===== src/rtl/sqh_pkg.sv =====
// Shared constants and helper functions for the approximate binary32 square root.
// Used by sqh_fmul, sqh_fadd and float32_sqrt_householder; no dependencies.
`default_nettype none

package sqh_pkg;

   localparam logic [31:0] MAGIC_GUESS = 32'h5f1110a0;
   localparam logic [31:0] K_ONE       = 32'h401214c9;   // 2.2825186
   localparam logic [31:0] K_TWO       = 32'h40103626;   // 2.2533049
   localparam logic [31:0] FP_ONE      = 32'h3f800000;
   localparam logic [31:0] FP_HALF     = 32'h3f000000;
   localparam logic [31:0] CANON_NAN   = 32'h7fc00000;
   localparam logic [7:0]  EXP_MAX     = 8'hff;
   localparam int          PIPE_DEPTH  = 34;             // valid line length

   // leading zero count, 48 bits wide (48 when the word is zero)
   function automatic logic [5:0] lzc48(input logic [47:0] v);
      logic [5:0] n;
      n = 6'd48;
      for (int i = 0; i < 48; i++) begin
         if (v[i]) begin
            n = 6'(47 - i);
         end
      end
      return n;
   endfunction

   // leading zero count, 28 bits wide (28 when the word is zero)
   function automatic logic [4:0] lzc28(input logic [27:0] v);
      logic [4:0] n;
      n = 5'd28;
      for (int i = 0; i < 28; i++) begin
         if (v[i]) begin
            n = 5'(27 - i);
         end
      end
      return n;
   endfunction

   // round to nearest even and pack; exp is the biased field (0 = subnormal frame)
   function automatic logic [31:0] round_pack(input logic       sign,
                                               input logic [9:0] exp,
                                               input logic [23:0] mant,
                                               input logic       guard,
                                               input logic       sticky);
      logic        up;
      logic [24:0] m25;
      logic [9:0]  ef;
      logic [22:0] frac;
      up   = guard & (sticky | mant[0]);
      m25  = {1'b0, mant} + {24'd0, up};
      ef   = exp + {9'd0, m25[24]} + {9'd0, (exp == 10'd0) & m25[23]};
      frac = m25[24] ? m25[23:1] : m25[22:0];
      if (ef >= 10'd255) begin
         return {sign, EXP_MAX, 23'd0};
      end
      return {sign, ef[7:0], frac};
   endfunction

endpackage

`default_nettype wire


===== src/rtl/sqh_fmul.sv =====
// Three-stage binary32 multiplier, round to nearest even, subnormals kept.
// Depends on sqh_pkg (lzc48, round_pack, constants).
`default_nettype none

module sqh_fmul (
   input  wire logic        clock,
   input  wire logic        en,
   input  wire logic [31:0] a,
   input  wire logic [31:0] b,
   output logic [31:0]      q
);
   import sqh_pkg::*;

   // stage 1: multiply
   logic               s1_sign_ff, s1_nan_ff, s1_inf_ff, s1_zero_ff;
   logic [47:0]        s1_prod_ff;
   logic signed [10:0] s1_exp_ff;
   // stage 2: normalize
   logic               s2_sign_ff, s2_nan_ff, s2_inf_ff, s2_zero_ff, s2_stk_ff;
   logic [47:0]        s2_norm_ff;
   logic [9:0]         s2_exp_ff;
   // stage 3: round
   logic [31:0]        res_ff;

   logic [7:0]  ea, eb, ea_eff, eb_eff;
   logic        a_nan, b_nan, a_inf, b_inf, a_zero, b_zero;
   logic [23:0] ma, mb;

   always_comb begin
      ea     = a[30:23];
      eb     = b[30:23];
      ea_eff = (ea == 8'd0) ? 8'd1 : ea;
      eb_eff = (eb == 8'd0) ? 8'd1 : eb;
      ma     = {ea != 8'd0, a[22:0]};
      mb     = {eb != 8'd0, b[22:0]};
      a_nan  = (ea == EXP_MAX) && (a[22:0] != 23'd0);
      b_nan  = (eb == EXP_MAX) && (b[22:0] != 23'd0);
      a_inf  = (ea == EXP_MAX) && (a[22:0] == 23'd0);
      b_inf  = (eb == EXP_MAX) && (b[22:0] == 23'd0);
      a_zero = (a[30:0] == 31'd0);
      b_zero = (b[30:0] == 31'd0);
   end

   always_ff @(posedge clock) begin
      if (en) begin
         s1_sign_ff <= a[31] ^ b[31];
         s1_prod_ff <= ma * mb;
         s1_exp_ff  <= $signed({3'd0, ea_eff}) + $signed({3'd0, eb_eff}) - 11'sd127;
         s1_nan_ff  <= a_nan | b_nan | (a_inf & b_zero) | (b_inf & a_zero);
         s1_inf_ff  <= a_inf | b_inf;
         s1_zero_ff <= a_zero | b_zero;
      end
   end

   logic [5:0]         lz;
   logic signed [10:0] rs;
   logic [95:0]        wide;
   logic [47:0]        norm;
   logic               stk;
   logic [9:0]         nexp;
   logic signed [10:0] exp_n;

   always_comb begin
      lz    = lzc48(s1_prod_ff);
      rs    = -s1_exp_ff;
      exp_n = s1_exp_ff + 11'sd1 - $signed({5'd0, lz});
      wide  = {s1_prod_ff, 48'd0} >> rs[5:0];
      norm  = '0;
      stk   = 1'b0;
      nexp  = 10'd0;
      if (s1_exp_ff < 11'sd0) begin
         if (rs >= 11'sd48) begin
            stk = |s1_prod_ff;
         end else begin
            norm = wide[95:48];
            stk  = |wide[47:0];
         end
      end else if ($signed({5'd0, lz}) <= s1_exp_ff) begin
         norm = s1_prod_ff << lz;
         nexp = exp_n[9:0];
      end else begin
         norm = s1_prod_ff << s1_exp_ff[5:0];
      end
   end

   always_ff @(posedge clock) begin
      if (en) begin
         s2_sign_ff <= s1_sign_ff;
         s2_nan_ff  <= s1_nan_ff;
         s2_inf_ff  <= s1_inf_ff;
         s2_zero_ff <= s1_zero_ff;
         s2_norm_ff <= norm;
         s2_stk_ff  <= stk;
         s2_exp_ff  <= nexp;
      end
   end

   logic [31:0] res_in;

   always_comb begin
      priority if (s2_nan_ff) begin
         res_in = CANON_NAN;
      end else if (s2_inf_ff) begin
         res_in = {s2_sign_ff, EXP_MAX, 23'd0};
      end else if (s2_zero_ff) begin
         res_in = {s2_sign_ff, 31'd0};
      end else begin
         res_in = round_pack(s2_sign_ff, s2_exp_ff, s2_norm_ff[47:24], s2_norm_ff[23],
                             (|s2_norm_ff[22:0]) | s2_stk_ff);
      end
   end

   always_ff @(posedge clock) begin
      if (en) begin
         res_ff <= res_in;
      end
   end

   assign q = res_ff;

endmodule

`default_nettype wire


===== config.mk =====
export PLATFORM = sky130hd
export DESIGN_NAME = sqh_fmul
export DESIGN_NICKNAME = d
export VERILOG_FILES = /design/src/rtl/sqh_pkg.sv /design/src/rtl/sqh_fmul.sv
export SDC_FILE = /design/constraint.sdc
export NUM_CORES = 2
export LEC_CHECK = 0
export BUFFER_PORTS_ARGS = -buffer_cell sky130_fd_sc_hd__clkbuf_2
export CAP_MARGIN = 5
export CELL_PAD_IN_SITES_DETAIL_PLACEMENT = 1
export CELL_PAD_IN_SITES_GLOBAL_PLACEMENT = 1
export CORE_MARGIN = 1.5
export CORE_UTILIZATION = 30
export CTS_BUF_LIST = sky130_fd_sc_hd__clkbuf_16
export DETAILED_ROUTE_END_ITERATION = 12
export PLACE_DENSITY_LB_ADDON = 0.1
export SKIP_CTS_REPAIR_TIMING = 1
export SLEW_MARGIN = 5
export SYNTH_ARGS = -nofsm -noshare
export SYNTH_HDL_FRONTEND = slang
export SYNTH_SLANG_ARGS = --single-unit

===== constraint.sdc =====
create_clock -name clock -period 9.3 [get_ports clock]
set_input_delay 1.395 -clock clock [delete_from_list [all_inputs] [get_ports clock]]
set_output_delay 1.395 -clock clock [all_outputs]
set_load 0.01 [all_outputs]

==> flow_summary_export.csv <==
group,metric,value,unit
die,num_io_pins,98,
global_route,gr-total-overflow,0,
yosys,avgSynthCellArea,9.00,sq um
clock_tree,clkTransAtPathRegs,0.07,ns
die,core_area,0.109,sq mm
placed_design,gp_congestion,0.923,
layout,n_antenna_cell,0,
clock_tree,clock_path_buffers,2,
drt,ant_nets,0,
yosys,ys_ff_latch,157,
drt,drc,0,
global_route,grt_pass1_wl,181000,microns
timing,rsz0062_at_grt,"no",
job,cap_violations,0,
worst_hold_path,hp-class,"reg -> reg",
layout,areaGrowthSynthToFinish,7.73,%
timing,finalSetupViolCount,0,
global_route,grt_pass1_vias,28000,
yosys,synth_edf_count,157,
timing,tightest_slew,1.05,ns
clock_tree,cts_tree,"done",
placed_design,port_buffers,97,
timing,fin_crit_sh,0.911,
clock_tree,htreeDepth,4,
yosys,netlist_instances,3643,
global_route,grt_max_degree,67,
clock_tree,cts.sinks,157,
clock_tree,cts-root-buf,"clkbuf_16",
die,die_w,334,microns
drt,vias,25900,
yosys,yosysTopAreaCellShare,0.296,
yosys,yosysUniqueCellTypes,89,
timing,min_period,8.47,ns
yosys,syn_area,0.0328,sq mm
yosys,ys_seq_area_frac,0.144,
drt,dr.pass1.iters,5,
timing,worst_slack,0.825,ns
timing,max_freq,118,MHz
layout,drive_above_1_share,0.0937,
layout,nets,4362,
setup_path,max_stage_delay,0.54,ns
yosys,ys_top_cells_by_area,"fa_1, edfxtp_1, ha_1, nand2_1, inv_1",
setup_path,cp-start-kind,"primary input",
global_route,grt_use_total,0.215,
setup_path,crit_path_frequent_cell,"fa_1",
yosys,synth_top_cell_by_area,"fa_1",
drt,wl_per_cell,23.5,microns
timing,finalSetupTns,0,ns
die,start_util,0.302,
setup_path,worstSetupPathType,"in -> reg",
placed_design,dpl.hpwl,96800,microns
drt,drt-vias-per-instance,5.16,
yosys,ys_async_sr_fraction,0,
timing,skew,0.0185,ns
yosys,synth_nets,4410,
setup_path,arrival,8.70,ns
die,die-area,0.111,sq mm
timing,final_hold_viol_count,0,
drt,drtIter0Drc,1330,
outcome,status,"completed",
die,fp-row-count,121,
setup_path,endpoint_kind,"flip-flop",
clock_tree,cts_buffers,17,
setup_path,path_max_fanout,6,
setup_path,critPathRequiredTime,9.53,ns
yosys,synthFlopType,"edfxtp_1",
yosys,yosysWarnings,0,
global_route,grt_antenna_before_repair,2,
clock_tree,worstSkewPairLatency,0.49,ns
placed_design,dp_worst_setup_slack,0.241,ns
timing,drv_slew,0,
drt,finalWirelength,118000,microns
die,dieHeight,334,microns
timing,slew_headroom,0.301,
setup_path,cp_slowest_cell,"fa_1",
==> cells in the final DEF (no fill, tap or decap), types with 17 or more instances in the layout <==
master     synthesis  routed
o21ai_0           77      77
a21oi_1          137     136
edfxtp_1         157     157
a31oi_1           24      24
clkbuf_2           2      96
xnor2_1           67      63
mux2_2            29      29
nor3_1            49      49
a21o_1            23      22
mux2i_1          126     126
nand2_1          567     567
fa_1             485     485
buf_4             10      91
clkbuf_16          0      17
o22ai_1           21      21
ha_1             216     215
a211oi_1          21      21
nand4_1           30      30
and2_1           196     196
nor4_1            39      39
and3_1            19      19
mux4_2            49      49
xor2_1            27      26
inv_1            551     551
nand3_1           34      34
o211ai_1          38      38
nor2_1           164     164
==> cell type report <==
cell class	count	area (sq um)
clock buffers	17	425
clock inverters	15	180
fillers	12600	73400
inverters	555	2080
multi-input cells	2676	25000
flip-flops and latches	157	4710
well taps	1414	1770
repair buffers	188	1170
==> logic make-up after synthesis <==
family          synth area share
flops                      0.144
mux                       0.0857
xor+xnor                  0.0251
simple gates               0.162
fa+ha+maj                  0.378
buf+inv                   0.0969
compound gates             0.108
==> metal layers <==
layer,wire length (microns),up-vias,global-route usage
met5,17,-,0
met4,2770,2,0.0563
met3,2940,88,0.0147
met2,55500,437,0.355
met1,56800,13500,0.302
li1,-,11900,-
==> state kept, by name (all words and copies together), names as in the netlist, 10 cells and up <==
signal / flops
s1_prod_ff: 48
s2_norm_ff: 48
q: 32
s1_exp_ff: 10
s2_exp_ff: 10
==> Yosys cell counts, types with 15 or more instances <==
cell type and n:
nand2_1 567, clkbuf_1 196, xnor2_1 67, mux4_2 49, xor2_1 27, mux2_2 29
nor4_1 39, a21o_1 23, nand3_1 34, and3_1 19, nand4_1 30, and2_1 196
o21bai_1 15, o22ai_1 21, a21oi_1 137, edfxtp_1 157, a211oi_1 21, nor2_1 164
o211ai_1 38, fa_1 485, inv_1 551, o21ai_0 77, ha_1 216, nor3_1 49
a31oi_1 24, buf_2 33, mux2i_1 126
==> worst max-delay path: cells and delay by family <==
kind | cells | cell delay (ns)
AO/OA/AOI/OAI | 7 | 1.54
XOR/XNOR | 1 | 0.13
adder cells (fa/ha/maj) | 8 | 3.87
buffers and inverters | 3 | 0.20
AND/OR/NAND/NOR | 6 | 1.57
==> stage by stage <==
| step | area (sq um) | instances | hold WS [ns] | util |
|---|---|---|---|---|
| 3_5_place_dp | 34700 | 4990 | 0.411 | 0.319 |
| 2_1_floorplan | 32800 | 3643 | 0.400 | - |
| 4_1_cts | 35300 | 5022 | 0.428 | 0.325 |
| 5_1_grt | 35300 | 5022 | 0.434 | 0.325 |
| 3_3_place_gp | 34700 | 4990 | 0.408 | 0.319 |
| 6_report | 35300 | 5022 | 0.426 | 0.325 |
==> worst paths after layout <==
kind                             from                  endpoint  slack [ns]  cells after the start
max reg2reg  s1_prod_ff[16]$_DFFE_PP_  s2_norm_ff[41]$_DFFE_PP_        1.69                     17
max                             a[27]  s1_prod_ff[46]$_DFFE_PP_        0.83                     25
min reg2reg       s1_nan_ff$_DFFE_PP_       s2_nan_ff$_DFFE_PP_        0.43                      0
min               s1_nan_ff$_DFFE_PP_       s2_nan_ff$_DFFE_PP_        0.43                      0
Power is left out: the tool's default activity adds up to more than one toggle a clock period on the data nets, which glitch-free logic cannot reach.
