<file path="src/rtl/sqh_pkg.sv">
// Shared constants and helper functions for the approximate binary32 square root.
// Used by sqh_fmul, sqh_fadd and float32_sqrt_householder; no dependencies.
`default_nettype none

package sqh_pkg;

   localparam logic [31:0] MAGIC_GUESS = 32'h5f1110a0;
   localparam logic [31:0] K_ONE       = 32'h401214c9;   // 2.2825186
   localparam logic [31:0] K_TWO       = 32'h40103626;   // 2.2533049
   localparam logic [31:0] FP_ONE      = 32'h3f800000;
   localparam logic [31:0] FP_HALF     = 32'h3f000000;
   localparam logic [31:0] CANON_NAN   = 32'h7fc00000;
   localparam logic [7:0]  EXP_MAX     = 8'hff;
   localparam int          PIPE_DEPTH  = 34;             // valid line length

   // leading zero count, 48 bits wide (48 when the word is zero)
   function automatic logic [5:0] lzc48(input logic [47:0] v);
      logic [5:0] n;
      n = 6'd48;
      for (int i = 0; i < 48; i++) begin
         if (v[i]) begin
            n = 6'(47 - i);
         end
      end
      return n;
   endfunction

   // leading zero count, 28 bits wide (28 when the word is zero)
   function automatic logic [4:0] lzc28(input logic [27:0] v);
      logic [4:0] n;
      n = 5'd28;
      for (int i = 0; i < 28; i++) begin
         if (v[i]) begin
            n = 5'(27 - i);
         end
      end
      return n;
   endfunction

   // round to nearest even and pack; exp is the biased field (0 = subnormal frame)
   function automatic logic [31:0] round_pack(input logic       sign,
                                               input logic [9:0] exp,
                                               input logic [23:0] mant,
                                               input logic       guard,
                                               input logic       sticky);
      logic        up;
      logic [24:0] m25;
      logic [9:0]  ef;
      logic [22:0] frac;
      up   = guard & (sticky | mant[0]);
      m25  = {1'b0, mant} + {24'd0, up};
      ef   = exp + {9'd0, m25[24]} + {9'd0, (exp == 10'd0) & m25[23]};
      frac = m25[24] ? m25[23:1] : m25[22:0];
      if (ef >= 10'd255) begin
         return {sign, EXP_MAX, 23'd0};
      end
      return {sign, ef[7:0], frac};
   endfunction

endpackage

`default_nettype wire

</file>
<file path="src/rtl/sqh_fadd.sv">
// Three-stage binary32 adder/subtractor, round to nearest even, subnormals kept.
// Depends on sqh_pkg (lzc28, round_pack, constants).
`default_nettype none

module sqh_fadd (
   input  wire logic        clock,
   input  wire logic        en,
   input  wire logic        sub,
   input  wire logic [31:0] a,
   input  wire logic [31:0] b,
   output logic [31:0]      q
);
   import sqh_pkg::*;

   // stage 1: swap and align
   logic        s1_sign_ff, s1_eop_ff, s1_nan_ff, s1_inf_ff, s1_isign_ff;
   logic        s1_bz_ff, s1_zsign_ff;
   logic [26:0] s1_big_ff, s1_small_ff;
   logic [7:0]  s1_exp_ff;
   // stage 2: add and count
   logic        s2_sign_ff, s2_nan_ff, s2_inf_ff, s2_isign_ff, s2_bz_ff, s2_zsign_ff;
   logic [27:0] s2_sum_ff;
   logic [4:0]  s2_lz_ff;
   logic [7:0]  s2_exp_ff;
   // stage 3: normalize and round
   logic [31:0] res_ff;

   logic [31:0] bb, big, lesser;
   logic [7:0]  eb_eff, es_eff, d;
   logic [26:0] mb27, ms27, shifted, lost;
   logic        a_nan, b_nan, a_inf, b_inf;

   always_comb begin
      bb      = {b[31] ^ sub, b[30:0]};
      a_nan   = (a[30:23] == EXP_MAX) && (a[22:0] != 23'd0);
      b_nan   = (bb[30:23] == EXP_MAX) && (bb[22:0] != 23'd0);
      a_inf   = (a[30:23] == EXP_MAX) && (a[22:0] == 23'd0);
      b_inf   = (bb[30:23] == EXP_MAX) && (bb[22:0] == 23'd0);
      if (a[30:0] >= bb[30:0]) begin
         big    = a;
         lesser = bb;
      end else begin
         big    = bb;
         lesser = a;
      end
      eb_eff  = (big[30:23] == 8'd0) ? 8'd1 : big[30:23];
      es_eff  = (lesser[30:23] == 8'd0) ? 8'd1 : lesser[30:23];
      d       = eb_eff - es_eff;
      mb27    = {big[30:23] != 8'd0, big[22:0], 3'd0};
      ms27    = {lesser[30:23] != 8'd0, lesser[22:0], 3'd0};
      if (d >= 8'd27) begin
         lost    = ms27;
         shifted = {26'd0, |ms27};
      end else begin
         lost    = ms27 & ~({27{1'b1}} << d[4:0]);
         shifted = (ms27 >> d[4:0]) | {26'd0, |lost};
      end
   end

   always_ff @(posedge clock) begin
      if (en) begin
         s1_sign_ff  <= big[31];
         s1_eop_ff   <= a[31] ^ bb[31];
         s1_big_ff   <= mb27;
         s1_small_ff <= shifted;
         s1_exp_ff   <= eb_eff;
         s1_nan_ff   <= a_nan | b_nan | (a_inf & b_inf & (a[31] ^ bb[31]));
         s1_inf_ff   <= a_inf | b_inf;
         s1_isign_ff <= a_inf ? a[31] : bb[31];
         s1_bz_ff    <= (a[30:0] == 31'd0) && (bb[30:0] == 31'd0);
         s1_zsign_ff <= a[31] & bb[31];
      end
   end

   logic [27:0] sum;

   always_comb begin
      if (s1_eop_ff) begin
         sum = {1'b0, s1_big_ff} - {1'b0, s1_small_ff};
      end else begin
         sum = {1'b0, s1_big_ff} + {1'b0, s1_small_ff};
      end
   end

   always_ff @(posedge clock) begin
      if (en) begin
         s2_sign_ff  <= s1_sign_ff;
         s2_nan_ff   <= s1_nan_ff;
         s2_inf_ff   <= s1_inf_ff;
         s2_isign_ff <= s1_isign_ff;
         s2_bz_ff    <= s1_bz_ff;
         s2_zsign_ff <= s1_zsign_ff;
         s2_sum_ff   <= sum;
         s2_lz_ff    <= lzc28(sum);
         s2_exp_ff   <= s1_exp_ff;
      end
   end

   logic [27:0] norm;
   logic [9:0]  nexp;
   logic [31:0] res_in;

   always_comb begin
      if ({3'd0, s2_lz_ff} <= s2_exp_ff) begin
         norm = s2_sum_ff << s2_lz_ff;
         nexp = {2'd0, s2_exp_ff} + 10'd1 - {5'd0, s2_lz_ff};
      end else begin
         norm = s2_sum_ff << s2_exp_ff[4:0];
         nexp = 10'd0;
      end
      priority if (s2_nan_ff) begin
         res_in = CANON_NAN;
      end else if (s2_inf_ff) begin
         res_in = {s2_isign_ff, EXP_MAX, 23'd0};
      end else if (s2_sum_ff == 28'd0) begin
         // exact cancellation gives +0; two zeros keep their common sign
         res_in = {s2_bz_ff & s2_zsign_ff, 31'd0};
      end else begin
         res_in = round_pack(s2_sign_ff, nexp, norm[27:4], norm[3], |norm[2:0]);
      end
   end

   always_ff @(posedge clock) begin
      if (en) begin
         res_ff <= res_in;
      end
   end

   assign q = res_ff;

endmodule

`default_nettype wire

</file>
<file path="config.mk">
export PLATFORM = sky130hd
export DESIGN_NAME = sqh_fadd
export DESIGN_NICKNAME = d
export VERILOG_FILES = /design/src/rtl/sqh_pkg.sv /design/src/rtl/sqh_fadd.sv
export SDC_FILE = /design/constraint.sdc
export NUM_CORES = 1
export LEC_CHECK = 0
export BUFFER_PORTS_ARGS = -buffer_cell sky130_fd_sc_hd__buf_2
export CAP_MARGIN = 20
export CORE_MARGIN = 3
export CORE_UTILIZATION = 59
export CTS_BUF_LIST = sky130_fd_sc_hd__clkbuf_16
export DETAILED_ROUTE_END_ITERATION = 10
export PLACE_DENSITY_LB_ADDON = 0.08
export SYNTH_ARGS = -nofsm -noshare
export SYNTH_HDL_FRONTEND = slang
export SYNTH_SLANG_ARGS = --single-unit
</file>
<file path="constraint.sdc">
create_clock -name clock -period 9.94 [get_ports clock]
set_input_delay 1.988 -clock clock [delete_from_list [all_inputs] [get_ports clock]]
set_output_delay 1.988 -clock clock [all_outputs]
set_load 0.03 [all_outputs]
</file>
==> results_dict.tcl <==
set metrics [dict create \
    syn_inst 1753 \
    startpoint_type "flip-flop" \
    fin_hold_ws_ns 0.417 \
    avgSynthCellArea_um2 8.53 \
    final_hold_viol_count 0 \
    utilization_pct 65.9 \
    synth_warnings 0 \
    period_minus_slack_ns 8.53 \
    first_pass_iters 7 \
    path_clk_slew_ns 0.08 \
    fin_crit_sh_pct 85.9 \
    status "finished, final reports clean" \
    setup_viol 0 \
    p_leak_nw 6.49 \
    grt_pass1_vias 13700 \
    worst_pin_slew_ns 0.985 \
    cts_setup_buffers 0 \
    path_class "reg2reg" \
    ant_nets 0 \
    critPathRequiredTime_ns 10.11 \
    p_per_area_nw_per_um2 212 \
    slew_violations 0 \
    ys_dominant_reg_cell "edfxtp_1" \
    crit_top_cell "inv_1" \
    drt_wl_total_um 48600 \
    synth_nets 1934 \
    io_pins 99 \
    drt_iter0_drc 2019 \
    core_area_um2 24600 \
    arrival_ns 8.70 \
    cts_resized 0 \
    clockRootBuffer "clkbuf_16" \
    relSlewSlack_pct 34.3 \
    clk_latency_ns 0.43 \
    cp_slowest_cell "a211oi_1" \
    grt_max_degree 84 \
    grt_setup_unrepaired "false" \
    tns_ns 0 \
    ys_ff_latch 145 \
    htree_levels 4 \
    ys_async_sr_fraction_pct 0 \
    cts_tree "yes" \
    dieHeight_um 165 \
    via_count 14600 \
    syn_area_um2 14900 \
    critPathCaptureType "flip-flop" \
    wl_per_cell_um 22.7 \
    grt_pass1_wl_um 75500 \
    final_nets 1984 \
    clockBufferDepth 2 \
    via_per_inst 6.80 \
    fmaxAchievable_mhz 117 \
    cts_sinks 145 \
    max-vdd-ir-drop_mv 0.124 \
    fin_skew_ns 0.0191 \
    worst-path-buf-inv 3 \
    syn2layout_area_growth_pct 8.51 \
    drive_gt1_share_pct 13.4 \
    hold_buffers 0 \
    num_antenna_cells 0 \
    dpl.hpwl_um 36700 \
    grt.total_usage_pct 35.6 \
    crit_fanout 34 \
    die_area_um2 27300 \
    grt_antenna_before_repair 0 \
    synth_edf_count 145 \
    fillers 2058 \
    min_path_type "reg2reg" \
    grt-ovfl-total 0 \
    slowest_delay_ns 0.74 \
    yosysSeqAreaShare_pct 29.1 \
    critPathTopFamily "simple AND/OR/NAND/NOR gates" \
    route.detailed.drc 0 \
    cts_buffers 17 \
    die_w_um 165 \
    ys_types 102 \
    row_count 57 \
    start_util_pct 60.7 \
    maxCapViolCount 0 \
    ff2ff_setup_slack_ns 1.41 \
    portBuffers 98 \
    gp_congestion 1.07 \
]
-- worst reg2reg max path, delay by kind of cell (launching register included) --
kind	cells	cell delay, ns
compound gates	8	2.53
mux	2	0.43
fa+ha+maj	3	0.95
flops	1	0.43
xor+xnor	2	0.45
buf+inv	3	0.30
simple gates	10	3.18
-- registers in the layout, indices dropped and copies added, names as in the netlist --
signal / flops
s2_zsign_ff: 1
q: 32
s1_bz_ff: 1
s1_big_ff: 24
s1_inf_ff: 1
s2_exp_ff: 8
s1_eop_ff: 1
s1_small_ff: 27
s1_isign_ff: 1
s2_lz_ff: 5
s2_sign_ff: 1
s1_zsign_ff: 1
s1_exp_ff: 8
s2_sum_ff: 28
s2_nan_ff: 1
s2_bz_ff: 1
s1_sign_ff: 1
s1_nan_ff: 1
s2_inf_ff: 1
s2_isign_ff: 1
-- synthesized netlist by cell type, types with 10 or more instances --
cell type | instances | area [um^2]
edfxtp_1 | 145 | 4350
mux2_2 | 10 | 113
clkbuf_1 | 51 | 191
a22oi_1 | 11 | 82.6
o31ai_1 | 11 | 82.6
and3_1 | 21 | 131
inv_1 | 114 | 428
o21ai_0 | 124 | 621
a21oi_2 | 13 | 114
nor4_1 | 32 | 200
nor2_1 | 134 | 503
ha_1 | 109 | 1360
and2_1 | 14 | 87.6
o21a_1 | 13 | 97.6
nand4_1 | 24 | 150
o21bai_1 | 14 | 105
a21o_1 | 35 | 263
mux2i_1 | 55 | 551
xnor2_1 | 42 | 368
a211oi_1 | 30 | 225
o211ai_1 | 21 | 158
nor2b_1 | 17 | 106
nand3_1 | 107 | 536
xor2_1 | 21 | 184
nand2b_1 | 14 | 87.6
a21oi_1 | 147 | 736
a31oi_1 | 20 | 125
mux4_2 | 15 | 338
buf_2 | 18 | 90.1
nor3_1 | 41 | 205
nand2_1 | 126 | 473
-- metal layers --
| layer | GRT usage (%) | vias to the layer above | share of wire, % |
|---|---|---|---|
| met5 | 0 | - | 0 |
| met4 | 21.0 | 0 | 7.1 |
| met3 | 5.89 | 221 | 8.8 |
| met2 | 58.6 | 915 | 47 |
| met1 | 43.9 | 6707 | 38 |
| li1 | - | 6716 | - |
-- path summary, 6_finish.rpt --
path | end | startpoint | cells past startpoint
min reg2reg | s2_inf_ff$_DFFE_PP_ | s1_inf_ff$_DFFE_PP_ | 0
max | q[22]$_SDFFCE_PP1P_ | s2_lz_ff[0]$_SDFFCE_PP0P_ | 28
max reg2reg | q[22]$_SDFFCE_PP1P_ | s2_lz_ff[0]$_SDFFCE_PP0P_ | 28
min | s2_inf_ff$_DFFE_PP_ | s1_inf_ff$_DFFE_PP_ | 0
-- power breakdown --
group / internal, mW / switching, mW
combinational: 0.680 / 1.23
clock: 0.378 / 0.278
sequential: 0.791 / 0.0824
total: 1.85 / 1.59
-- layout make-up --
| type | count | area, um^2 | area share (%) |
|---|---|---|---|
| multi-input combinational | 1404 | 9770 | 60.2 |
| inverter | 116 | 435 | 2.68 |
| timing repair buffer | 119 | 654 | 4.03 |
| clock buffer | 17 | 425 | 2.62 |
| clock inverter | 15 | 173 | 1.06 |
| tap | 324 | 405 | 2.50 |
| sequential | 145 | 4350 | 26.8 |
-- cell families after synthesis --
group	share of synthesized area, %
buffers and inverters	5.68
XOR/XNOR	3.69
flip-flops	29.1
multiplexers	6.70
AO/OA/AOI/OAI	25.0
adder cells (fa/ha/maj)	9.79
AND/OR/NAND/NOR	20.0
-- through the flow --
| stage | cells | area, um^2 | power [mW] | setup WS, ns |
|---|---|---|---|---|
| after floorplan | 1753 | 14900 | 2.21 | 2.38 |
| after global placement | 2108 | 15600 | 2.69 | 1.69 |
| after detailed placement | 2108 | 15600 | 2.71 | 1.33 |
| after CTS | 2140 | 16200 | 3.37 | 1.67 |
| after global routing | 2140 | 16200 | 3.62 | 0.856 |
| final | 2140 | 16200 | 3.44 | 1.41 |
-- cell usage in the layout (no fill, tap or decap), types with 7 or more instances in the layout --
cell,instances
o21ai_0,123
buf_4,21
and3_1,21
edfxtp_1,145
a211oi_1,30
nor3_1,41
nand2b_1,14
o31ai_1,11
or3_1,8
a2111oi_0,9
nand3_1,107
or2_2,7
xnor2_1,41
nor4_1,32
xor2_1,20
nor2_1,132
o22ai_1,8
nand2_1,125
buf_2,97
a21oi_2,13
o21bai_1,14
mux2i_1,55
and2_1,14
mux2_2,10
ha_1,109
clkbuf_16,17
a21oi_1,147
o211ai_1,21
a31oi_1,20
nand4_1,24
inv_1,115
o21a_1,13
a22oi_1,11
a21o_1,35
a211o_1,9
nor2b_1,17
mux4_2,15
(Power assumes the default switching activity.)
